### src/design/fas_pkg.sv
// ============================================================================
// fas_pkg
// Shared types, codes and helpers for the frame animation sequencer.
// ============================================================================
package fas_pkg;

    localparam int IDX_W      = 6;
    localparam int TV_W       = 24;
    localparam int MODE_W     = 3;
    localparam int ERR_W      = 2;
    localparam int CFG_IDX_W  = 3;
    localparam int CFG_DATA_W = 24;
    localparam int WHOLE_W    = 32;

    // Input mode codes.
    localparam logic [MODE_W-1:0] MODE_TICK    = 3'd0;
    localparam logic [MODE_W-1:0] MODE_WRITE   = 3'd1;
    localparam logic [MODE_W-1:0] MODE_FILL    = 3'd2;
    localparam logic [MODE_W-1:0] MODE_SEEK    = 3'd3;
    localparam logic [MODE_W-1:0] MODE_RESTART = 3'd4;

    // Result error codes.
    localparam logic [ERR_W-1:0] ERR_OK       = 2'd0;
    localparam logic [ERR_W-1:0] ERR_INDEX    = 2'd1;
    localparam logic [ERR_W-1:0] ERR_DURATION = 2'd2;

    // Configuration register indexes.
    localparam logic [CFG_IDX_W-1:0] CFG_FRAME_COUNT = 3'd0;
    localparam logic [CFG_IDX_W-1:0] CFG_REVERSE     = 3'd1;
    localparam logic [CFG_IDX_W-1:0] CFG_LOOP_ENABLE = 3'd2;
    localparam logic [CFG_IDX_W-1:0] CFG_PLAY_ENABLE = 3'd3;
    localparam logic [CFG_IDX_W-1:0] CFG_LOOP_WAIT   = 3'd4;

    typedef enum logic [2:0] {
        OP_TICK,
        OP_WRITE,
        OP_FILL,
        OP_SEEK,
        OP_RESTART,
        OP_NONE
    } t_op;

    // A classified command word as it travels through the queue.
    typedef struct packed {
        t_op               op;
        logic [IDX_W-1:0]  idx;
        logic [TV_W-1:0]   tv;
        logic              wreq;
        logic              idx_bad;
        logic              tv_zero;
    } t_cmd;

    // Mask of the low time bits kept from a time value.
    function automatic logic [TV_W-1:0] time_mask(input int bits);
        logic [63:0] m;
        m = (64'd1 << bits) - 64'd1;
        return TV_W'(m);
    endfunction

endpackage

### src/design/frame_animation_sequencer.sv
// ============================================================================
// frame_animation_sequencer
// Sprite frame timer: per-frame duration table, forward/reverse play, loops.
// ============================================================================
//
//  channel   direction  handshake                     word
//  command   in         start, busy                   mode, frame_index, time_value,
//                                                     wait_after_restart
//  config    in         i_cfg_valid, o_cfg_ready      i_cfg_index, i_cfg_data
//  result    out        o_strobe (one cycle)          frame .. error
//
//  Every command word gives one result word. A write or a reverse restart waits for a
//  registered table read; a seek reads and sums the table durations frame by frame; a
//  tick steps through the frames, and each fold of whole loops goes through the divider.
//  A two-word queue feeds the engine; busy is high while it is full. The receiver cannot
//  stall. Reset is synchronous; no clearing pass is needed.
//
module frame_animation_sequencer #(
    parameter int MAX_FRAMES       = 64,
    parameter int TIME_BITS        = 24,
    parameter int DEFAULT_DURATION = 100,
    parameter int LOOP_COUNT_BITS  = 16
) (
    input  logic                              i_clk,
    input  logic                              i_rst_n,
    input  logic                              start,
    output logic                              busy,
    input  logic [fas_pkg::MODE_W-1:0]        i_mode,
    input  logic [fas_pkg::IDX_W-1:0]         i_frame_index,
    input  logic [fas_pkg::TV_W-1:0]          i_time_value,
    input  logic                              i_wait_after_restart,
    input  logic                              i_cfg_valid,
    output logic                              o_cfg_ready,
    input  logic [fas_pkg::CFG_IDX_W-1:0]     i_cfg_index,
    input  logic [fas_pkg::CFG_DATA_W-1:0]    i_cfg_data,
    output logic                              o_strobe,
    output logic [fas_pkg::IDX_W-1:0]         o_frame,
    output logic                              o_finished,
    output logic                              o_waiting,
    output logic [LOOP_COUNT_BITS-1:0]        o_loops_done,
    output logic [fas_pkg::WHOLE_W-1:0]       o_elapsed,
    output logic [fas_pkg::ERR_W-1:0]         o_error
);

    localparam int CW = $clog2(MAX_FRAMES + 1);

    fas_pkg::t_cmd w_push_cmd;
    fas_pkg::t_cmd w_pop_cmd;
    logic          w_push;
    logic          w_pop;
    logic          w_full;
    logic          w_empty;
    logic [CW-1:0] w_fc;

    assign o_cfg_ready = 1'b1;

    fas_front #(
        .TIME_BITS (TIME_BITS),
        .CW        (CW)
    ) u_front (
        .i_start              (start),
        .i_mode               (i_mode),
        .i_frame_index        (i_frame_index),
        .i_time_value         (i_time_value),
        .i_wait_after_restart (i_wait_after_restart),
        .i_full               (w_full),
        .i_fc                 (w_fc),
        .o_busy               (busy),
        .o_push               (w_push),
        .o_cmd                (w_push_cmd)
    );

    fas_fifo u_fifo (
        .i_clk   (i_clk),
        .i_rst_n (i_rst_n),
        .i_push  (w_push),
        .i_data  (w_push_cmd),
        .i_pop   (w_pop),
        .o_data  (w_pop_cmd),
        .o_full  (w_full),
        .o_empty (w_empty)
    );

    fas_back #(
        .MAX_FRAMES       (MAX_FRAMES),
        .TIME_BITS        (TIME_BITS),
        .DEFAULT_DURATION (DEFAULT_DURATION),
        .LOOP_COUNT_BITS  (LOOP_COUNT_BITS),
        .CW               (CW)
    ) u_back (
        .i_clk        (i_clk),
        .i_rst_n      (i_rst_n),
        .i_cmd        (w_pop_cmd),
        .i_empty      (w_empty),
        .o_pop        (w_pop),
        .i_cfg_valid  (i_cfg_valid),
        .i_cfg_index  (i_cfg_index),
        .i_cfg_data   (i_cfg_data),
        .o_fc         (w_fc),
        .o_strobe     (o_strobe),
        .o_frame      (o_frame),
        .o_finished   (o_finished),
        .o_waiting    (o_waiting),
        .o_loops_done (o_loops_done),
        .o_elapsed    (o_elapsed),
        .o_error      (o_error)
    );

    // The engine returns to idle after every result, so results never come back to back.
    a_strobe_gap: assert property (@(posedge i_clk) disable iff (!i_rst_n)
        o_strobe |=> !o_strobe)
        else $error("two results in consecutive cycles");

    // The reported frame always lies inside the frames in use.
    a_frame_range: assert property (@(posedge i_clk) disable iff (!i_rst_n)
        o_strobe |-> (32'(o_frame) < 32'(w_fc)))
        else $error("frame beyond frame count");

    // A finished animation is never also holding in the loop wait.
    a_fin_wait: assert property (@(posedge i_clk) disable iff (!i_rst_n)
        o_strobe |-> !(o_finished && o_waiting))
        else $error("finished and waiting together");

endmodule

### src/design/fas_ram.sv
// ============================================================================
// fas_ram
// Generic single-write, single-read RAM with a registered read port.
// ============================================================================
module fas_ram #(
    parameter int WIDTH = 24,
    parameter int DEPTH = 64
) (
    input  logic                                   i_clk,
    input  logic                                   i_we,
    input  logic [((DEPTH > 1) ? $clog2(DEPTH) : 1)-1:0] i_waddr,
    input  logic [WIDTH-1:0]                       i_wdata,
    input  logic [((DEPTH > 1) ? $clog2(DEPTH) : 1)-1:0] i_raddr,
    output logic [WIDTH-1:0]                       o_rdata
);

    logic [WIDTH-1:0] r_mem [DEPTH];
    logic [WIDTH-1:0] r_rdata;

    always_ff @(posedge i_clk) begin
        if (i_we) begin
            r_mem[i_waddr] <= i_wdata;
        end
        r_rdata <= r_mem[i_raddr];
    end

    assign o_rdata = r_rdata;

endmodule

### src/design/fas_div.sv
// ============================================================================
// fas_div
// Restoring divider, one quotient bit per cycle.
// ============================================================================
module fas_div #(
    parameter int DW = 27,
    parameter int VW = 32
) (
    input  logic          i_clk,
    input  logic          i_rst_n,
    input  logic          i_start,
    input  logic [DW-1:0] i_dividend,
    input  logic [VW-1:0] i_divisor,
    output logic          o_done,
    output logic [DW-1:0] o_quot,
    output logic [DW-1:0] o_rem
);

    localparam int CMPW = ((DW + 1) > VW) ? (DW + 1) : VW;
    localparam int NW   = $clog2(DW + 1);

    logic [DW-1:0] r_dvd;
    logic [VW-1:0] r_dvs;
    logic [DW-1:0] r_quot;
    logic [DW-1:0] r_rem;
    logic [NW-1:0] r_cnt;
    logic          r_run;
    logic          r_done;

    logic [DW:0]   w_sh;
    logic          w_ge;
    logic [CMPW-1:0] w_diff;

    assign w_sh   = {r_rem, r_dvd[DW-1]};
    assign w_ge   = CMPW'(w_sh) >= CMPW'(r_dvs);
    assign w_diff = CMPW'(w_sh) - CMPW'(r_dvs);

    always_ff @(posedge i_clk) begin
        if (!i_rst_n) begin
            r_run  <= 1'b0;
            r_done <= 1'b0;
            r_cnt  <= '0;
        end else begin
            r_done <= 1'b0;
            if (i_start) begin
                r_dvd  <= i_dividend;
                r_dvs  <= i_divisor;
                r_rem  <= '0;
                r_quot <= '0;
                r_cnt  <= NW'(DW);
                r_run  <= 1'b1;
            end else if (r_run) begin
                r_dvd  <= {r_dvd[DW-2:0], 1'b0};
                r_quot <= {r_quot[DW-2:0], w_ge};
                // The partial remainder never outgrows the bits already shifted in.
                r_rem  <= w_ge ? DW'(w_diff) : w_sh[DW-1:0];
                r_cnt  <= r_cnt - NW'(1);
                if (r_cnt == NW'(1)) begin
                    r_run  <= 1'b0;
                    r_done <= 1'b1;
                end
            end
        end
    end

    assign o_done = r_done;
    assign o_quot = r_quot;
    assign o_rem  = r_rem;

endmodule

### src/design/fas_fifo.sv
// ============================================================================
// fas_fifo
// Two-entry command queue between the front and the back.
// ============================================================================
module fas_fifo (
    input  logic          i_clk,
    input  logic          i_rst_n,
    input  logic          i_push,
    input  fas_pkg::t_cmd i_data,
    input  logic          i_pop,
    output fas_pkg::t_cmd o_data,
    output logic          o_full,
    output logic          o_empty
);

    fas_pkg::t_cmd r_ent [2];
    logic          r_wp;
    logic          r_rp;
    logic [1:0]    r_cnt;

    always_ff @(posedge i_clk) begin
        if (!i_rst_n) begin
            r_wp  <= 1'b0;
            r_rp  <= 1'b0;
            r_cnt <= 2'd0;
        end else begin
            if (i_push) begin
                r_ent[r_wp] <= i_data;
                r_wp        <= ~r_wp;
            end
            if (i_pop) begin
                r_rp <= ~r_rp;
            end
            if (i_push && !i_pop) begin
                r_cnt <= r_cnt + 2'd1;
            end else if (!i_push && i_pop) begin
                r_cnt <= r_cnt - 2'd1;
            end
        end
    end

    assign o_data  = r_ent[r_rp];
    assign o_full  = (r_cnt == 2'd2);
    assign o_empty = (r_cnt == 2'd0);

endmodule

### src/design/fas_front.sv
// ============================================================================
// fas_front
// Accepts command words and classifies them before they enter the queue.
// ============================================================================
module fas_front #(
    parameter int TIME_BITS = 24,
    parameter int CW        = 7
) (
    input  logic                          i_start,
    input  logic [fas_pkg::MODE_W-1:0]    i_mode,
    input  logic [fas_pkg::IDX_W-1:0]     i_frame_index,
    input  logic [fas_pkg::TV_W-1:0]      i_time_value,
    input  logic                          i_wait_after_restart,
    input  logic                          i_full,
    input  logic [CW-1:0]                 i_fc,
    output logic                          o_busy,
    output logic                          o_push,
    output fas_pkg::t_cmd                 o_cmd
);

    logic [fas_pkg::TV_W-1:0] w_tv;

    assign w_tv = i_time_value & fas_pkg::time_mask(TIME_BITS);

    always_comb begin
        case (i_mode)
            fas_pkg::MODE_TICK:    o_cmd.op = fas_pkg::OP_TICK;
            fas_pkg::MODE_WRITE:   o_cmd.op = fas_pkg::OP_WRITE;
            fas_pkg::MODE_FILL:    o_cmd.op = fas_pkg::OP_FILL;
            fas_pkg::MODE_SEEK:    o_cmd.op = fas_pkg::OP_SEEK;
            fas_pkg::MODE_RESTART: o_cmd.op = fas_pkg::OP_RESTART;
            default:               o_cmd.op = fas_pkg::OP_NONE;
        endcase
        o_cmd.idx     = i_frame_index;
        o_cmd.tv      = w_tv;
        o_cmd.wreq    = i_wait_after_restart;
        o_cmd.idx_bad = 32'(i_frame_index) >= 32'(i_fc);
        o_cmd.tv_zero = (w_tv == '0);
    end

    assign o_busy = i_full;
    assign o_push = i_start && !i_full;

endmodule

### src/design/fas_back.sv
// ============================================================================
// fas_back
// Carries out queued commands: duration table, play position and loop logic.
// ============================================================================
module fas_back #(
    parameter int MAX_FRAMES       = 64,
    parameter int TIME_BITS        = 24,
    parameter int DEFAULT_DURATION = 100,
    parameter int LOOP_COUNT_BITS  = 16,
    parameter int CW               = 7
) (
    input  logic                              i_clk,
    input  logic                              i_rst_n,
    input  fas_pkg::t_cmd                     i_cmd,
    input  logic                              i_empty,
    output logic                              o_pop,
    input  logic                              i_cfg_valid,
    input  logic [fas_pkg::CFG_IDX_W-1:0]     i_cfg_index,
    input  logic [fas_pkg::CFG_DATA_W-1:0]    i_cfg_data,
    output logic [CW-1:0]                     o_fc,
    output logic                              o_strobe,
    output logic [fas_pkg::IDX_W-1:0]         o_frame,
    output logic                              o_finished,
    output logic                              o_waiting,
    output logic [LOOP_COUNT_BITS-1:0]        o_loops_done,
    output logic [fas_pkg::WHOLE_W-1:0]       o_elapsed,
    output logic [fas_pkg::ERR_W-1:0]         o_error
);

    localparam int FW = (MAX_FRAMES > 1) ? $clog2(MAX_FRAMES) : 1;
    localparam int TW = fas_pkg::TV_W;
    localparam int DW = 27;
    localparam logic [TW-1:0] DEF_DUR =
        TW'(DEFAULT_DURATION) & fas_pkg::time_mask(TIME_BITS);
    localparam logic [33:0] LOOP_MAX = (34'd1 << LOOP_COUNT_BITS) - 34'd1;

    typedef enum logic [4:0] {
        S_IDLE, S_EXEC, S_RD, S_HOLD_REV, S_WR_USE, S_SEEK, S_SEEK_ADD, S_RST_USE,
        S_F_TOP, S_F_DIV, S_F_CHK, S_F_END, S_R_TOP, S_R_SC, S_R_DIV, S_R_BRK,
        S_R_ADD, S_OUT
    } t_state;

    function automatic logic [LOOP_COUNT_BITS-1:0] sat_add(
        input logic [LOOP_COUNT_BITS-1:0] a,
        input logic [DW-1:0]              k
    );
        logic [33:0] s;
        s = 34'(a) + 34'(k);
        if (s > LOOP_MAX) begin
            return LOOP_COUNT_BITS'(LOOP_MAX);
        end
        return LOOP_COUNT_BITS'(s);
    endfunction

    t_state                      r_state;
    t_state                      r_ret;
    fas_pkg::t_cmd               r_cmd;

    logic [CW-1:0]               r_fc;
    logic                        r_rev;
    logic                        r_le;
    logic                        r_pe;
    logic [TW-1:0]               r_lw;

    logic [MAX_FRAMES-1:0]       r_valid;
    logic [TW-1:0]               r_fill;
    logic                        r_vld_q;
    logic [FW-1:0]               r_ra;

    logic [FW-1:0]               r_cur;
    logic signed [DW-1:0]        r_ft;
    logic [31:0]                 r_whole;
    logic [31:0]                 r_total;
    logic [24:0]                 r_wt;
    logic [LOOP_COUNT_BITS-1:0]  r_loops;
    logic                        r_done;
    logic                        r_wait;
    logic [fas_pkg::ERR_W-1:0]   r_err;

    logic [25:0]                 r_ex;
    logic [TW-1:0]               r_dlast;
    logic [CW-1:0]               r_i;
    logic [CW-1:0]               r_n;
    logic [31:0]                 r_sum;

    logic                        r_div_start;
    logic [DW-1:0]               r_dvd;
    logic [31:0]                 r_dvs;

    logic                        r_strobe;
    logic [fas_pkg::IDX_W-1:0]   r_o_frame;
    logic                        r_o_fin;
    logic                        r_o_wait;
    logic [LOOP_COUNT_BITS-1:0]  r_o_loops;
    logic [31:0]                 r_o_whole;
    logic [fas_pkg::ERR_W-1:0]   r_o_err;

    logic [TW-1:0]               w_ram_q;
    logic [TW-1:0]               w_dur;
    logic signed [DW-1:0]        w_dur_s;
    logic signed [DW-1:0]        w_tv_s;
    logic signed [DW-1:0]        w_lw_s;
    logic [31:0]                 w_c;
    logic [FW-1:0]               w_last;
    logic                        w_ft_ge_c;
    logic signed [27:0]          w_def;
    logic                        w_def_ge_c;
    logic signed [DW-1:0]        w_ft_sub;
    logic signed [DW-1:0]        w_ft_add;
    logic signed [DW-1:0]        w_over;
    logic [25:0]                 w_wsum;
    logic [25:0]                 w_excess;
    logic [FW-1:0]               w_nxt;
    logic [31:0]                 w_sat_fc;
    logic                        w_div_done;
    logic [DW-1:0]               w_quot;
    logic [DW-1:0]               w_rem;

    // A table entry not written since the last fill reads as the fill value.
    assign w_dur      = r_vld_q ? w_ram_q : r_fill;
    assign w_dur_s    = $signed(DW'(w_dur));
    assign w_tv_s     = $signed(DW'(r_cmd.tv));
    assign w_lw_s     = $signed(DW'(r_lw));
    assign w_c        = r_total + 32'(r_lw);
    assign w_last     = FW'(r_fc - CW'(1));
    assign w_ft_ge_c  = !r_ft[DW-1] && (32'(unsigned'(r_ft)) >= w_c);
    assign w_def      = 28'(w_dur_s) - 28'(r_ft);
    assign w_def_ge_c = !w_def[27] && (32'(unsigned'(w_def)) >= w_c);
    assign w_ft_sub   = r_ft - w_dur_s;
    assign w_ft_add   = r_ft + w_dur_s;
    assign w_over     = -r_ft;
    assign w_wsum     = 26'(r_wt) + 26'(r_cmd.tv);
    assign w_excess   = w_wsum - 26'(r_lw);
    assign w_nxt      = (32'(r_cur) + 32'd1 >= 32'(r_fc)) ? '0 : FW'(r_cur + FW'(1));

    always_comb begin
        w_sat_fc = 32'(i_cfg_data[6:0]);
        if (w_sat_fc < 32'd1) begin
            w_sat_fc = 32'd1;
        end
        if (w_sat_fc > 32'(MAX_FRAMES)) begin
            w_sat_fc = 32'(MAX_FRAMES);
        end
    end

    fas_ram #(
        .WIDTH (TW),
        .DEPTH (MAX_FRAMES)
    ) u_ram (
        .i_clk   (i_clk),
        .i_we    (r_state == S_WR_USE),
        .i_waddr (r_ra),
        .i_wdata (r_cmd.tv),
        .i_raddr (r_ra),
        .o_rdata (w_ram_q)
    );

    fas_div #(
        .DW (DW),
        .VW (32)
    ) u_div (
        .i_clk      (i_clk),
        .i_rst_n    (i_rst_n),
        .i_start    (r_div_start),
        .i_dividend (r_dvd),
        .i_divisor  (r_dvs),
        .o_done     (w_div_done),
        .o_quot     (w_quot),
        .o_rem      (w_rem)
    );

    assign o_pop = (r_state == S_IDLE) && !i_empty;

    always_ff @(posedge i_clk) begin
        r_vld_q <= r_valid[r_ra];
        if (!i_rst_n) begin
            r_state     <= S_IDLE;
            r_ret       <= S_IDLE;
            r_fc        <= CW'(1);
            r_rev       <= 1'b0;
            r_le        <= 1'b1;
            r_pe        <= 1'b1;
            r_lw        <= '0;
            r_valid     <= '0;
            r_fill      <= DEF_DUR;
            r_ra        <= '0;
            r_cur       <= '0;
            r_ft        <= '0;
            r_whole     <= '0;
            r_total     <= 32'(DEF_DUR);
            r_wt        <= '0;
            r_loops     <= '0;
            r_done      <= 1'b0;
            r_wait      <= 1'b0;
            r_err       <= fas_pkg::ERR_OK;
            r_div_start <= 1'b0;
            r_strobe    <= 1'b0;
        end else begin
            r_strobe    <= 1'b0;
            r_div_start <= 1'b0;

            if (i_cfg_valid) begin
                case (i_cfg_index)
                    fas_pkg::CFG_FRAME_COUNT: begin
                        r_fc    <= CW'(w_sat_fc);
                        r_valid <= '0;
                        r_fill  <= DEF_DUR;
                        r_total <= 32'(w_sat_fc * 32'(DEF_DUR));
                        if (32'(r_cur) >= w_sat_fc) begin
                            r_cur <= FW'(w_sat_fc - 32'd1);
                        end
                    end
                    fas_pkg::CFG_REVERSE: begin
                        if (i_cfg_data[0] != r_rev) begin
                            r_loops <= '0;
                            r_done  <= 1'b0;
                        end
                        r_rev <= i_cfg_data[0];
                    end
                    fas_pkg::CFG_LOOP_ENABLE: begin
                        r_le <= i_cfg_data[0];
                        if (i_cfg_data[0]) begin
                            r_done <= 1'b0;
                        end
                    end
                    fas_pkg::CFG_PLAY_ENABLE: begin
                        r_pe <= i_cfg_data[0];
                        if (!i_cfg_data[0]) begin
                            r_loops <= '0;
                        end
                    end
                    fas_pkg::CFG_LOOP_WAIT: begin
                        r_lw <= i_cfg_data;
                    end
                    default: begin
                    end
                endcase
            end

            case (r_state)
                S_IDLE: begin
                    if (!i_empty) begin
                        r_cmd   <= i_cmd;
                        r_state <= S_EXEC;
                    end
                end

                S_EXEC: begin
                    r_err   <= fas_pkg::ERR_OK;
                    r_state <= S_OUT;
                    case (r_cmd.op)
                        fas_pkg::OP_TICK: begin
                            if (r_pe && !r_done) begin
                                if (r_wait) begin
                                    if (w_wsum < 26'(r_lw)) begin
                                        r_wt <= w_wsum[24:0];
                                    end else begin
                                        r_wait <= 1'b0;
                                        r_wt   <= '0;
                                        if (!r_rev) begin
                                            r_ft    <= $signed(DW'(w_excess));
                                            r_whole <= 32'(w_excess);
                                        end else begin
                                            r_ex    <= w_excess;
                                            r_ra    <= r_cur;
                                            r_ret   <= S_HOLD_REV;
                                            r_state <= S_RD;
                                        end
                                    end
                                end else if (!r_rev) begin
                                    r_ft    <= r_ft + w_tv_s;
                                    r_whole <= r_whole + 32'(r_cmd.tv);
                                    r_state <= S_F_TOP;
                                end else begin
                                    r_ft    <= r_ft - w_tv_s;
                                    r_whole <= r_whole - 32'(r_cmd.tv);
                                    r_state <= S_R_TOP;
                                end
                            end
                        end
                        fas_pkg::OP_WRITE: begin
                            if (r_cmd.idx_bad) begin
                                r_err <= fas_pkg::ERR_INDEX;
                            end else if (r_cmd.tv_zero) begin
                                r_err <= fas_pkg::ERR_DURATION;
                            end else begin
                                r_ra    <= FW'(r_cmd.idx);
                                r_ret   <= S_WR_USE;
                                r_state <= S_RD;
                            end
                        end
                        fas_pkg::OP_FILL: begin
                            if (r_cmd.tv_zero) begin
                                r_err <= fas_pkg::ERR_DURATION;
                            end else begin
                                r_valid <= '0;
                                r_fill  <= r_cmd.tv;
                                r_total <= 32'(r_cmd.tv) * 32'(r_fc);
                            end
                        end
                        fas_pkg::OP_SEEK: begin
                            if (r_cmd.idx_bad) begin
                                r_err <= fas_pkg::ERR_INDEX;
                            end else begin
                                r_n     <= CW'(r_cmd.idx) + CW'(r_rev);
                                r_i     <= '0;
                                r_sum   <= '0;
                                r_state <= S_SEEK;
                            end
                        end
                        fas_pkg::OP_RESTART: begin
                            r_wait <= r_cmd.wreq;
                            r_done <= 1'b0;
                            if (!r_rev) begin
                                r_cur   <= '0;
                                r_ft    <= '0;
                                r_whole <= '0;
                            end else begin
                                r_cur   <= w_last;
                                r_ra    <= w_last;
                                r_ret   <= S_RST_USE;
                                r_state <= S_RD;
                            end
                        end
                        default: begin
                        end
                    endcase
                end

                // Wait state for the registered table read.
                S_RD: begin
                    r_state <= r_ret;
                end

                S_HOLD_REV: begin
                    r_ft    <= w_dur_s - $signed(DW'(r_ex));
                    r_whole <= r_total - 32'(r_ex);
                    r_state <= S_OUT;
                end

                S_WR_USE: begin
                    r_total     <= r_total - 32'(w_dur) + 32'(r_cmd.tv);
                    r_valid[r_ra] <= 1'b1;
                    r_state     <= S_OUT;
                end

                S_SEEK: begin
                    if (r_i < r_n) begin
                        r_ra    <= FW'(r_i);
                        r_ret   <= S_SEEK_ADD;
                        r_state <= S_RD;
                    end else begin
                        r_cur   <= FW'(r_cmd.idx);
                        r_done  <= 1'b0;
                        r_whole <= r_sum;
                        r_state <= S_OUT;
                    end
                end

                S_SEEK_ADD: begin
                    r_sum   <= r_sum + 32'(w_dur);
                    r_i     <= r_i + CW'(1);
                    r_state <= S_SEEK;
                end

                S_RST_USE: begin
                    r_ft    <= w_dur_s;
                    r_whole <= r_total;
                    r_state <= S_OUT;
                end

                // Forward play: whole loops at frame zero go through the divider.
                S_F_TOP: begin
                    if ((r_cur == '0) && r_le && w_ft_ge_c) begin
                        r_dvd       <= DW'(unsigned'(r_ft));
                        r_dvs       <= w_c;
                        r_div_start <= 1'b1;
                        r_state     <= S_F_DIV;
                    end else begin
                        r_ra    <= r_cur;
                        r_ret   <= S_F_CHK;
                        r_state <= S_RD;
                    end
                end

                S_F_DIV: begin
                    if (w_div_done) begin
                        r_ft    <= $signed(w_rem);
                        r_whole <= 32'(w_rem);
                        r_loops <= sat_add(r_loops, w_quot);
                        r_ra    <= r_cur;
                        r_ret   <= S_F_CHK;
                        r_state <= S_RD;
                    end
                end

                S_F_CHK: begin
                    if (r_ft < w_dur_s) begin
                        r_state <= S_OUT;
                    end else begin
                        r_ft    <= w_ft_sub;
                        r_cur   <= w_nxt;
                        r_state <= S_F_TOP;
                        if (w_nxt == '0) begin
                            if (r_le) begin
                                r_loops <= sat_add(r_loops, DW'(1));
                                r_whole <= 32'(w_ft_sub);
                                if (r_lw != '0) begin
                                    if (w_ft_sub < w_lw_s) begin
                                        r_wt    <= w_ft_sub[24:0];
                                        r_ft    <= '0;
                                        r_whole <= '0;
                                        r_wait  <= 1'b1;
                                        r_state <= S_OUT;
                                    end else begin
                                        r_ft    <= w_ft_sub - w_lw_s;
                                        r_whole <= 32'(w_ft_sub) - 32'(r_lw);
                                        r_wt    <= '0;
                                    end
                                end
                            end else begin
                                r_cur   <= w_last;
                                r_ra    <= w_last;
                                r_ret   <= S_F_END;
                                r_state <= S_RD;
                            end
                        end
                    end
                end

                S_F_END: begin
                    r_ft    <= w_dur_s;
                    r_whole <= r_total;
                    r_done  <= 1'b1;
                    r_state <= S_OUT;
                end

                // Reverse play: whole loops at the last frame go through the divider.
                S_R_TOP: begin
                    if ((r_cur == w_last) && r_le) begin
                        r_ra    <= w_last;
                        r_ret   <= S_R_SC;
                        r_state <= S_RD;
                    end else begin
                        r_state <= S_R_BRK;
                    end
                end

                S_R_SC: begin
                    r_state <= S_R_BRK;
                    if (w_def_ge_c) begin
                        r_dvd       <= DW'(unsigned'(w_def));
                        r_dvs       <= w_c;
                        r_dlast     <= w_dur;
                        r_div_start <= 1'b1;
                        r_state     <= S_R_DIV;
                    end
                end

                S_R_DIV: begin
                    if (w_div_done) begin
                        r_ft    <= $signed(DW'(r_dlast)) - $signed(w_rem);
                        r_whole <= r_total - 32'(w_rem);
                        r_loops <= sat_add(r_loops, w_quot);
                        r_state <= S_R_BRK;
                    end
                end

                S_R_BRK: begin
                    if (r_ft > $signed(DW'(0))) begin
                        r_state <= S_OUT;
                    end else begin
                        r_cur   <= (r_cur == '0) ? w_last : FW'(r_cur - FW'(1));
                        r_ra    <= (r_cur == '0) ? w_last : FW'(r_cur - FW'(1));
                        r_ret   <= S_R_ADD;
                        r_state <= S_RD;
                    end
                end

                // Here r_ft still holds the time before the step back.
                S_R_ADD: begin
                    r_ft    <= w_ft_add;
                    r_state <= S_R_TOP;
                    if (r_cur == w_last) begin
                        if (r_le) begin
                            r_loops <= sat_add(r_loops, DW'(1));
                            r_whole <= r_total + 32'(r_ft);
                            if (r_lw != '0) begin
                                if (w_over < w_lw_s) begin
                                    r_wt    <= w_over[24:0];
                                    r_ft    <= w_dur_s;
                                    r_whole <= r_total;
                                    r_wait  <= 1'b1;
                                    r_state <= S_OUT;
                                end else begin
                                    r_ft    <= w_ft_add + w_lw_s;
                                    r_whole <= r_total + 32'(r_ft) + 32'(r_lw);
                                    r_wt    <= '0;
                                end
                            end
                        end else begin
                            r_cur   <= '0;
                            r_ft    <= '0;
                            r_whole <= '0;
                            r_done  <= 1'b1;
                            r_state <= S_OUT;
                        end
                    end
                end

                S_OUT: begin
                    r_strobe  <= 1'b1;
                    r_o_frame <= fas_pkg::IDX_W'(r_cur);
                    r_o_fin   <= r_done;
                    r_o_wait  <= r_wait;
                    r_o_loops <= r_loops;
                    r_o_whole <= r_whole;
                    r_o_err   <= r_err;
                    r_state   <= S_IDLE;
                end

                default: begin
                    r_state <= S_IDLE;
                end
            endcase
        end
    end

    assign o_fc         = r_fc;
    assign o_strobe     = r_strobe;
    assign o_frame      = r_o_frame;
    assign o_finished   = r_o_fin;
    assign o_waiting    = r_o_wait;
    assign o_loops_done = r_o_loops;
    assign o_elapsed    = r_o_whole;
    assign o_error      = r_o_err;

endmodule

### config.mk
export PLATFORM = sky130hd
export DESIGN_NAME = frame_animation_sequencer
export DESIGN_NICKNAME = d
export VERILOG_FILES = /design/src/design/fas_pkg.sv /design/src/design/frame_animation_sequencer.sv /design/src/design/fas_ram.sv /design/src/design/fas_div.sv /design/src/design/fas_fifo.sv /design/src/design/fas_front.sv /design/src/design/fas_back.sv
export SDC_FILE = /design/constraint.sdc
export NUM_CORES = 2
export LEC_CHECK = 0
export BUFFER_PORTS_ARGS = -buffer_cell sky130_fd_sc_hd__buf_4
export CORE_ASPECT_RATIO = 0.9
export CORE_MARGIN = 8
export CORE_UTILIZATION = 50
export CTS_CLUSTER_DIAMETER = 200
export DETAILED_ROUTE_END_ITERATION = 8
export PLACE_DENSITY = 0.68
export SLEW_MARGIN = 20
export SYNTH_ARGS = -nofsm -noshare
export SYNTH_HDL_FRONTEND = slang
export SYNTH_HIERARCHICAL = 1
export SYNTH_SLANG_ARGS = --single-unit
### constraint.sdc
create_clock -name i_clk -period 8.5 [get_ports i_clk]
set_input_delay 1.7 -clock i_clk [delete_from_list [all_inputs] [get_ports i_clk]]
set_output_delay 1.7 -clock i_clk [all_outputs]
set_load 0.02 [all_outputs]
==> results.cfg <==
[critical_path]
cp.required_ns = 9.23
crit_path_end_kind = flop
critPathSlowestCell = sky130_fd_sc_hd__a2111oi_4
critical-path-top-cell-by-count = sky130_fd_sc_hd__ha_1
cp_data_arrival_time_ns = 8.52
timing.rr.end = u_back/r_ft[14]$_SDFFE_PN0P_
cp-startpoint = u_back/r_vld_q$_DFF_P_
reg2regPathDepth = 26
criticalPathCategory = reg -> reg
critical-path-top-delay-family = compound AO/OA/AOI/OAI gates
reg2reg_slack_ns = 0.72
critical_path.max_fanout = 18
cpPeakStageDelay_ns = 0.66
r2r-start = u_back/r_vld_q$_DFF_P_
crit_path_start_kind = flop
worstPathBufferInverterCount = 4

[power]
totalPowerFinal_mw = 52.1
share_of_total_power_in_combinational_logic = 0.522
share_clk_of_total_power = 0.207
vdd_ir_max_uv = 430
powerDensity_mw_per_mm2 = 362
power_switching_mw = 23.8
cellInternalPower_mw = 28.3
power_frac_seq = 0.271
standby_leakage_power_nw = 52.5
power.switching_fraction = 0.457

[finish]
post_route_cells_drive_above_1_share = 0.150
post-route-cell-area_sq_mm = 0.144
num-nets-final = 12000
area_growth_pct = 11.6
post-route-util = 0.559
layout.cells.non_filler = 14700

[placement]
dp_hpwl_um = 400000
place_congestion = 1.08
portBuffers = 124
postPlaceCellArea_sq_mm = 0.136
place_worst_setup_slack_ns = 0.994
post-place-cells = 14200

[clock_network]
clk_pin_slew_ns = 0.06
cts_root_buf = sky130_fd_sc_hd__clkbuf_16
postCtsSetupBuffers = 0
cts_max_path_buffers = 4
cts_buffers = 240
ctsHtreeMaxLevel = 4
ctsResizeCount = 0
hold_buffers = 0
clk_latency_ns = 0.96
cts_tree = built
clock_sinks = 2289

[grt]
grt_first_pass_wirelength_um = 730000
total_congestion_overflow_after_global_routing = 0
globalRouteTotalUtil = 0.376
maximum_number_of_pins_on_one_net_before_global_route_repair = 112
grt_pass1_vias = 94400
antenna_found_initial = 69

[hold_path]
hold-path-endpoint = u_back/u_div/r_dvs[18]$_DFFE_PP_
holdCritPathClass = reg -> reg
worstHoldPathCells = 0
holdCritStartpoint = u_back/r_dvs[18]$_DFFE_PP_

[timing]
clock.fmax_mhz = 128
worst_hold_slack_ns = 0.409
fin_crit_sh = 0.916
fin_crit_ns = 7.78
rsz_0062_raised_after_global_routing = no
worst_clock_skew_ns = 0.130
layout_setup_ws_ns = 0.716
slew_headroom = 0.121
report.final.setup_viol = 0
totalNegativeSetupSlack_ns = 0
timing.final.max_slew_violations = 0
tightest_slew_ns = 1.32
final-hold-violation-count = 0

[floorplanning]
design.core.area_sq_mm = 0.258
die_area_sq_mm = 0.274
fp-row-count = 177
start_util = 0.501
die_w_um = 551
floorplan.die.height_um = 498
pin_count = 126

[detailed_routing]
postRouteWirelength_um = 535000
drt_pass_1_iters = 9
drt_iter0_drc = 15900
route.detailed.drc = 4
routed_via_density = 6.81
avgRoutedWirePerCell_um = 36.4
vias = 99900
post_route_antenna_net_violation_count = 0

[yosys]
ys_seq_area_frac = 0.508
synth_async_sr_flop_share = 0
ys_ff_latch = 2289
synth.most_common_cell = sky130_fd_sc_hd__edfxtp_1
yosysTopAreaCell = sky130_fd_sc_hd__edfxtp_1
netlist_instances = 10800
synth_area_sq_mm = 0.129
post_synth.cell_area_avg_sq_um = 12.0
synth_top_cells_by_count = 1970 x sky130_fd_sc_hd__edfxtp_1, 730 x sky130_fd_sc_hd__nand2_1, 709 x sky130_fd_sc_hd__nor2_1
post_synth_num_cell_types = 131
netlist.area_leader.share = 0.459
synth-edff-count = 1970
most_common_flop_cell_mapped_by_yosys = sky130_fd_sc_hd__edfxtp_1
synthesis.nets = 11700
total_of_warnings_raised_by_yosys = 6
synth.area.top_cells = sky130_fd_sc_hd__edfxtp_1 46%, sky130_fd_sc_hd__ha_1 6.8%, sky130_fd_sc_hd__mux4_2 6.7%

[run]
drv_cap = 0

[status]
status = finished with violations
failing_checks = design-rule violations
## per-layer routing
metal | share of wire | global-route usage | wire, um
met1 | 0.42 | 0.547 | 223000
met5 | 0.0017 | 0.00843 | 898
met2 | 0.39 | 0.506 | 211000
met4 | 0.042 | 0.136 | 22200
met3 | 0.14 | 0.144 | 77500
## logic make-up after synthesis
family | after synthesis | synth area share
muxes | 652 | 0.0893
buffers and inverters | 1153 | 0.0380
DFF | 2289 | 0.508
adders and majority gates | 849 | 0.0913
AOI/OAI and AO/OA | 2723 | 0.142
other | 1 | 0.0000291
and+or+nand+nor | 2567 | 0.0952
xor gates and xnor gates | 525 | 0.0358
## layout make-up
type	instances	area (sq um)
fillers	21100	114000
flip-flops and latches	2289	65600
multi-input cells	7317	59100
clock buffers	281	6220
repair buffers	576	4590
well taps	3401	4260
inverters	623	2340
clock inverters	157	1770
diodes	35	87.6
## how the worst max path moves through the flow
stage / slack (ns) / cells past startpoint / endpoint
2_1_floorplan: 0.09 / 24 / u_back/r_dvd[0]$_DFFE_PP_
3_3_place_gp: 1.02 / 26 / u_back/r_ft[14]$_SDFFE_PN0P_
3_5_place_dp: 0.99 / 26 / u_back/r_ft[14]$_SDFFE_PN0P_
4_1_cts: 0.90 / 26 / u_back/r_ft[14]$_SDFFE_PN0P_
5_1_grt: 0.40 / 29 / u_back/r_ft[14]$_SDFFE_PN0P_
6_report: 0.72 / 26 / u_back/r_ft[14]$_SDFFE_PN0P_
## layout by cell type, fill, tap and decap left out, types with 80 or more instances in the layout
cell,count
sky130_fd_sc_hd__mux4_2,384
sky130_fd_sc_hd__xor2_1,159
sky130_fd_sc_hd__o21bai_1,83
sky130_fd_sc_hd__buf_4,551
sky130_fd_sc_hd__inv_1,605
sky130_fd_sc_hd__nor2_1,638
sky130_fd_sc_hd__nand2b_1,97
sky130_fd_sc_hd__a21o_1,238
sky130_fd_sc_hd__o21ai_0,456
sky130_fd_sc_hd__o211ai_1,80
sky130_fd_sc_hd__a31oi_1,127
sky130_fd_sc_hd__fa_1,153
sky130_fd_sc_hd__a211oi_1,115
sky130_fd_sc_hd__mux2i_1,159
sky130_fd_sc_hd__nand2_1,727
sky130_fd_sc_hd__edfxtp_1,1970
sky130_fd_sc_hd__clkbuf_16,242
sky130_fd_sc_hd__o21a_1,85
sky130_fd_sc_hd__xnor2_1,364
sky130_fd_sc_hd__nor3_1,188
sky130_fd_sc_hd__nor2b_1,114
sky130_fd_sc_hd__nand3_1,218
sky130_fd_sc_hd__a21oi_1,660
sky130_fd_sc_hd__mux2_2,105
sky130_fd_sc_hd__a22oi_1,194
sky130_fd_sc_hd__ha_1,696
sky130_fd_sc_hd__dfxtp_1,308
## sequential cells by signal (all words and copies together), names as in the netlist, 32 cells and up, named ones only
signal / count
u_back/o_elapsed: 32
u_back/r_cmd: 36
u_back/r_dvs: 32
u_back/r_sum: 32
u_back/r_total: 32
u_back/r_valid: 64
u_back/r_whole: 32
u_back/u_div/r_dvs: 32
u_back/u_ram/r_mem: 1536
u_fifo/r_ent: 72
## power groups by stage
stage | Clock, mW | Combinational (mW) | Sequential [mW]
3_3_place_gp | 0 | 25.9 | 14.3
4_1_cts | 10.9 | 26.0 | 14.1
3_5_place_dp | 0 | 25.8 | 14.3
6_report | 10.8 | 27.2 | 14.1
5_1_grt | 11.3 | 28.0 | 14.1
2_1_floorplan | 0 | 14.7 | 14.0
## worst register-to-register path, delay by kind of cell (launching register included)
kind,cells,cell delay (ns)
xor+xnor,2,0.62
fa+ha+maj,3,1.15
flops,1,0.52
buf+inv,4,0.95
compound gates,10,2.88
mux,1,0.42
simple gates,6,1.12
No activity file was read; power rests on OpenSTA's default activity.
